==> config.mk <==
export PLATFORM = sky130hd
export DESIGN_NAME = bmh_ctrl
export DESIGN_NICKNAME = d
export VERILOG_FILES = /design/src/rtl/core/bmh_pkg.sv /design/src/rtl/core/bmh_ctrl.sv
export SDC_FILE = /design/constraint.sdc
export NUM_CORES = 1
export LEC_CHECK = 0
export BUFFER_PORTS_ARGS = -buffer_cell sky130_fd_sc_hd__buf_2
export CAP_MARGIN = 20
export CORE_MARGIN = 8
export CORE_UTILIZATION = 48
export DETAILED_ROUTE_END_ITERATION = 10
export GPL_TIMING_DRIVEN = 0
export PLACE_DENSITY = 0.86
export RECOVER_POWER = 25
export SLEW_MARGIN = 5
export SYNTH_ARGS = -nofsm -noshare
export SYNTH_HDL_FRONTEND = slang
export SYNTH_SLANG_ARGS = --single-unit
==> constraint.sdc <==
create_clock -name clk -period 2.2 [get_ports clk]
set_input_delay 0.33 -clock clk [delete_from_list [all_inputs] [get_ports clk]]
set_output_delay 0.33 -clock clk [all_outputs]
set_load 0.005 [all_outputs]
==> src/rtl/core/bmh_pkg.sv <==
// Shared constants, codes and controller/datapath interface types for the min-heap core.
`default_nettype none
package bmh_pkg;

  localparam int HEAP_DEPTH_DEF = 256;
  localparam int KEY_W          = 32;
  localparam int OP_W           = 2;
  localparam int STATUS_W       = 2;
  localparam int COUNT_W        = 9;

  localparam logic signed [KEY_W-1:0] KEY_MAX = 32'sh7FFF_FFFF;

  typedef enum logic [OP_W-1:0] {
    OP_APPEND = 2'd0,
    OP_BUILD  = 2'd1,
    OP_REMOVE = 2'd2,
    OP_PEEK   = 2'd3
  } op_t;

  typedef enum logic [STATUS_W-1:0] {
    ST_OK    = 2'd0,
    ST_EMPTY = 2'd1,
    ST_FULL  = 2'd2
  } status_t;

  typedef enum logic [1:0] {
    RD_ROOT_LAST = 2'd0,
    RD_BUILD     = 2'd1,
    RD_KIDS      = 2'd2
  } rd_sel_t;

  typedef enum logic [1:0] {
    WR_APPEND    = 2'd0,
    WR_NODE_VAL  = 2'd1,
    WR_NODE_PICK = 2'd2
  } wr_sel_t;

  typedef enum logic [1:0] {
    RES_ZERO = 2'd0,
    RES_MAX  = 2'd1,
    RES_ROOT = 2'd2
  } res_sel_t;

  typedef enum logic [1:0] {
    NODE_ROOT  = 2'd0,
    NODE_BUILD = 2'd1,
    NODE_PICK  = 2'd2
  } node_sel_t;

  typedef enum logic {
    VAL_A = 1'b0,
    VAL_B = 1'b1
  } val_sel_t;

  typedef struct packed {
    logic      load_key;
    logic      rd_en;
    rd_sel_t   rd_sel;
    logic      wr_en;
    wr_sel_t   wr_sel;
    logic      cnt_inc;
    logic      cnt_dec;
    logic      build_init;
    logic      build_dec;
    logic      node_load;
    node_sel_t node_sel;
    logic      val_load;
    val_sel_t  val_sel;
    logic      res_set;
    res_sel_t  res_sel;
    status_t   res_status;
    logic      emit;
  } cmd_t;

  typedef struct packed {
    logic empty;
    logic full;
    logic build_zero;
    logic is_leaf;
    logic child_less;
  } sts_t;

endpackage
`default_nettype wire

==> src/rtl/core/bmh_ctrl.sv <==
// Heap controller: sequences append, build, remove and peek over the datapath.
`default_nettype none
module bmh_ctrl (
  input  wire logic                          clk,
  input  wire logic                          rst_n,
  input  wire logic                          start,
  input  wire logic [bmh_pkg::OP_W-1:0]      op_in,
  input  wire bmh_pkg::sts_t                 sts,
  output bmh_pkg::cmd_t                      cmd,
  output logic                               busy,
  output logic                               out_valid
);

  typedef enum logic [3:0] {
    S_IDLE,
    S_DECODE,
    S_PEEK_LOAD,
    S_REM_LOAD,
    S_BUILD_STEP,
    S_BUILD_LOAD,
    S_SIFT_RD,
    S_SIFT_CMP,
    S_DONE
  } state_t;

  state_t          state_r, state_nxt;
  bmh_pkg::op_t    op_r, op_nxt;
  logic            out_valid_r, out_valid_nxt;
  state_t          sift_exit;

  assign sift_exit = (op_r == bmh_pkg::OP_BUILD) ? S_BUILD_STEP : S_DONE;

  always_comb begin
    state_nxt     = state_r;
    op_nxt        = op_r;
    out_valid_nxt = 1'b0;
    cmd           = '0;
    unique case (state_r)
      S_IDLE: begin
        if (start) begin
          cmd.load_key = 1'b1;
          op_nxt       = bmh_pkg::op_t'(op_in);
          state_nxt    = S_DECODE;
        end
      end
      S_DECODE: begin
        unique case (op_r)
          bmh_pkg::OP_APPEND: begin
            cmd.res_set = 1'b1;
            cmd.res_sel = bmh_pkg::RES_ZERO;
            if (sts.full) begin
              cmd.res_status = bmh_pkg::ST_FULL;
            end else begin
              cmd.res_status = bmh_pkg::ST_OK;
              cmd.wr_en      = 1'b1;
              cmd.wr_sel     = bmh_pkg::WR_APPEND;
              cmd.cnt_inc    = 1'b1;
            end
            state_nxt = S_DONE;
          end
          bmh_pkg::OP_BUILD: begin
            cmd.build_init = 1'b1;
            state_nxt      = S_BUILD_STEP;
          end
          bmh_pkg::OP_REMOVE, bmh_pkg::OP_PEEK: begin
            if (sts.empty) begin
              cmd.res_set    = 1'b1;
              cmd.res_sel    = bmh_pkg::RES_MAX;
              cmd.res_status = bmh_pkg::ST_EMPTY;
              state_nxt      = S_DONE;
            end else begin
              cmd.rd_en  = 1'b1;
              cmd.rd_sel = bmh_pkg::RD_ROOT_LAST;
              state_nxt  = (op_r == bmh_pkg::OP_REMOVE) ? S_REM_LOAD : S_PEEK_LOAD;
            end
          end
        endcase
      end
      S_PEEK_LOAD: begin
        cmd.res_set    = 1'b1;
        cmd.res_sel    = bmh_pkg::RES_ROOT;
        cmd.res_status = bmh_pkg::ST_OK;
        state_nxt      = S_DONE;
      end
      S_REM_LOAD: begin
        cmd.res_set    = 1'b1;
        cmd.res_sel    = bmh_pkg::RES_ROOT;
        cmd.res_status = bmh_pkg::ST_OK;
        cmd.val_load   = 1'b1;
        cmd.val_sel    = bmh_pkg::VAL_B;
        cmd.node_load  = 1'b1;
        cmd.node_sel   = bmh_pkg::NODE_ROOT;
        cmd.cnt_dec    = 1'b1;
        state_nxt      = S_SIFT_RD;
      end
      S_BUILD_STEP: begin
        if (sts.build_zero) begin
          cmd.res_set    = 1'b1;
          cmd.res_sel    = bmh_pkg::RES_ZERO;
          cmd.res_status = bmh_pkg::ST_OK;
          state_nxt      = S_DONE;
        end else begin
          cmd.build_dec = 1'b1;
          cmd.node_load = 1'b1;
          cmd.node_sel  = bmh_pkg::NODE_BUILD;
          cmd.rd_en     = 1'b1;
          cmd.rd_sel    = bmh_pkg::RD_BUILD;
          state_nxt     = S_BUILD_LOAD;
        end
      end
      S_BUILD_LOAD: begin
        cmd.val_load = 1'b1;
        cmd.val_sel  = bmh_pkg::VAL_A;
        state_nxt    = S_SIFT_RD;
      end
      S_SIFT_RD: begin
        if (sts.is_leaf) begin
          cmd.wr_en  = 1'b1;
          cmd.wr_sel = bmh_pkg::WR_NODE_VAL;
          state_nxt  = sift_exit;
        end else begin
          cmd.rd_en  = 1'b1;
          cmd.rd_sel = bmh_pkg::RD_KIDS;
          state_nxt  = S_SIFT_CMP;
        end
      end
      S_SIFT_CMP: begin
        cmd.wr_en = 1'b1;
        if (sts.child_less) begin
          cmd.wr_sel    = bmh_pkg::WR_NODE_PICK;
          cmd.node_load = 1'b1;
          cmd.node_sel  = bmh_pkg::NODE_PICK;
          state_nxt     = S_SIFT_RD;
        end else begin
          cmd.wr_sel = bmh_pkg::WR_NODE_VAL;
          state_nxt  = sift_exit;
        end
      end
      S_DONE: begin
        cmd.emit      = 1'b1;
        out_valid_nxt = 1'b1;
        state_nxt     = S_IDLE;
      end
      default: begin
        state_nxt = S_IDLE;
      end
    endcase
  end

  always_ff @(posedge clk) begin
    if (!rst_n) begin
      state_r     <= S_IDLE;
      out_valid_r <= 1'b0;
    end else begin
      state_r     <= state_nxt;
      out_valid_r <= out_valid_nxt;
    end
    op_r <= op_nxt;
  end

  assign busy      = (state_r != S_IDLE);
  assign out_valid = out_valid_r;

`ifndef SYNTHESIS
  a_single_strobe: assert property (@(posedge clk) disable iff (!rst_n)
    out_valid |=> !out_valid)
    else $error("result strobe held for more than one cycle");
  a_accept_busy: assert property (@(posedge clk) disable iff (!rst_n)
    (start && !busy) |=> busy)
    else $error("accepted item did not raise busy");
  a_strobe_idle: assert property (@(posedge clk) disable iff (!rst_n)
    out_valid |-> !busy)
    else $error("result strobe while still busy");
`endif

endmodule
`default_nettype wire

==> impl_results.md <==
* Distinct cells, synth at 40
* F_max at 511.1 MHz
* Nets at 135
* M1 GR Usage at 13.78%
* Tcrit/Tclk final at slightly below 90%
* GRT met2 Usage at between 20% and 30%
* Setup TNS at 0 ps
* Filler Cell Count at 141
* Cell Area, Synth at 714.4 µm²
* # IOs at 34
* Gpl congestion at approximately 0.85
* Endpoints failing hold at 0
* Drt total wl at 1770 µm
* Clock-pin slew on the worst setup and hold paths at ~50 ps
* GRT Residual Overflow at 0
* Status: finished, final reports clean
* CTS sink count at 7
* Mux cell area share after synthesis at 2.977%
* Hold Path Class: in -> reg
* Initial Utilization at 49.14%
* Pwr Density at roughly 440 nW/µm²
* Iteration-0 DRC Markers at 17
* Bufs on Longest Clock Path at 2
* Yosys warns at 0
* Register area share after synthesis at 22.42%
* CTS tree: done
* Core ar. at 1454 µm²
* Largest net degree at the start of global routing at 11
* Global route hottest layer: met2
* Synth Register Bits at 7
* Synth Area per Inst at ~8.2 µm²
* R2R Path End: op_r[0]
* Clock Latency Late Sink at between 200 and 250 ps
* Routed len/inst at 12.64 µm
* CTS root buffer: clkbuf_4
* CP max-delay cell: dfxtp_1
* Syn Inst Count at 87
* Top_reg_cell synth: dfxtp_1
* CP max stage delay at a little under 300 ps
* Number of synthesized flops with an enable pin at 2
* End-of-flow core utilization at 63.08%
* Critical path class: reg -> out
* Worst EP required at 1870 ps
* Hold Crit Depth at 1
* Area of the die at 2979 µm²
* Syn-to-layout area delta at 28.37%
* Final count of negative-setup-slack endpoints at 0
* Die Span X at approximately 55 µm
* Hold Slack at 261.4 ps
* Remaining routing DRC violations at 0
* Worst r2r path cells at 4
* WHS Endpoint: op_r[1]
* Crit path time final at 1957 ps
* CP startpoint kind: flop
* Setup ws final at between 200 and 250 ps
* DR vias/cell at roughly 5.3
* Antenna violations before repair at 0
* Vias in the first global route at 719
* Global-route wire length before repair at 2849 µm
* Synth Area in Simple Gates at 42.56%
* Post-route cell area at 917.1 µm²
* Rows at 14
* Worst hold start: op_in[1]
* Layout cells sized above 1 at 46.77%
* H-tree levels at 1
* Reg-to-reg startpoint: state_r[1]
* CTS buffer count at 3
* DR vias at 741
* Cts hold-fix bufs at 0
* Cell Count, Final, Fillers Out at 140
* Power, Total at 407.8 µW
* Final slew viol count at 0
* Pre-Repair DR Iteration Count at 4
* Resized cells post-CTS at 0
* IO Port Bufs at 33
* RSZ-0062 raised after global routing: no
* DP Area at 899.6 µm²
* Synth Area in XOR/XNOR at 1.226%
* Crit path max fanout at 10
* Critical path arrival at 1630 ps
* Post-CTS Setup Inserts at 0
* Slew @ Worst Pin at 426.0 ps
* Slew margin rel. at 71.60%
* Synth Area in Compound Gates at around 17%
* Die height at ~55 µm
* R2R setup slack at between 600 and 700 ps
* Pleak at 0.4523 nW
* Antenna-violating nets left at 0
* Worst IR Drop VDD at 0.0003263 V
* Skew final at 0.4028 ps
* Commonest non-fill, non-tap cell in the layout: buf_2
* N_diodes at 0
* Cell Chain, Critical Path: clkbuf_1 -> buf_4 -> nor4_1 -> and2_1 -> buf_2
* Max_cap viols at 0
* Adder-cell share of the synthesized area at 0%
* GR Layer Usage met3 at 0.8152%
* Asr flop ratio synth at 0%
* Syn_nets at 97
* Placed Cells at between 100 and 150
* Most frequent cells in the layout: buf_2 (34), nor2_1 (10), nand2b_1 (6), nand2_1 (6)
* Endpoint class of the critical path: primary output
* Final HPWL DP at 1468 µm
* Largest family of logic cells by synthesized area: simple AND/OR/NAND/NOR gates
* Total GRT Usage at 12.38%
* Setup WS pre-CTS at 564.9 ps
final cells by class:
cell class                      count  area [µm²]  share of cell area, %
Tap cell                           16       20.02                  2.183
Inverter                            3       11.26                  1.228
Clock buffer                        4       26.28                  2.865
Timing Repair Buffer               33       163.9                  17.87
Buffer                             11       85.08                  9.277
Multi-Input combinational cell     66       450.4                  49.11
Sequential cell                     7       160.2                  17.46
metal layers:
metal / vias up / wire length [µm]
met4: 0 / 8
met5: - / 0
met2: 33 / 894
met1: 332 / 731
met3: 2 / 135
li1: 374 / -
power breakdown:
part / switching (mW) / internal [mW] / total, mW
clock: 0.0405 / 0.0688 / 0.109
sequential: 0.00634 / 0.143 / 0.149
combinational: 0.0798 / 0.0694 / 0.149
total: 0.127 / 0.281 / 0.408
how the worst max path moves through the flow:
stage	startpoint	to	cells past startpoint
floorplan	state_r[2]	cmd[17]	5
CTS	state_r[2]	cmd[21]	5
detailed placement	state_r[2]	cmd[21]	5
finish	state_r[1]	cmd[21]	5
global placement	state_r[2]	cmd[21]	5
global route	state_r[1]	cmd[21]	5
flip-flops by register name, indices dropped and copies added (netlist names):
| register | count |
|---|---|
| out_valid | 1 |
| state_r | 4 |
| op_r | 2 |
kinds of logic (layout without fill, tap and decap cells):
| family | count (synthesis) | count (layout) |
|---|---|---|
| XOR/XNOR | 1 | 1 |
| AND/OR/NAND/NOR | 49 | 49 |
| AO/OA/AOI/OAI | 14 | 14 |
| multiplexers | 2 | 2 |
| flip-flops | 7 | 7 |
| buffers and inverters | 14 | 51 |
worst max-delay path, delay by kind of cell (launching register included):
| kind | cells | cell delay (ps) |
|---|---|---|
| buf+inv | 3 | 570 |
| simple gates | 2 | 510 |
| flops | 1 | 290 |
Yosys cell counts (2+ instances only):
library cell | instances | area (µm²)
nor2_1 | 10 | 37.54
buf_6 | 3 | 33.78
and2_1 | 3 | 18.77
a31oi_1 | 2 | 12.51
buf_2 | 3 | 15.01
dfxtp_1 | 5 | 100.1
a32oi_1 | 2 | 17.52
a21oi_1 | 2 | 10.01
inv_1 | 3 | 11.26
and3_1 | 2 | 12.51
buf_4 | 5 | 37.54
nor3b_1 | 2 | 15.01
nor3_1 | 3 | 15.01
nand2b_1 | 6 | 37.54
a21oi_2 | 2 | 17.52
nor2b_1 | 3 | 18.77
edfxtp_1 | 2 | 60.06
o22ai_2 | 2 | 25.02
nand2_1 | 6 | 22.52
Note: power is estimated with default switching activity, not from simulation.
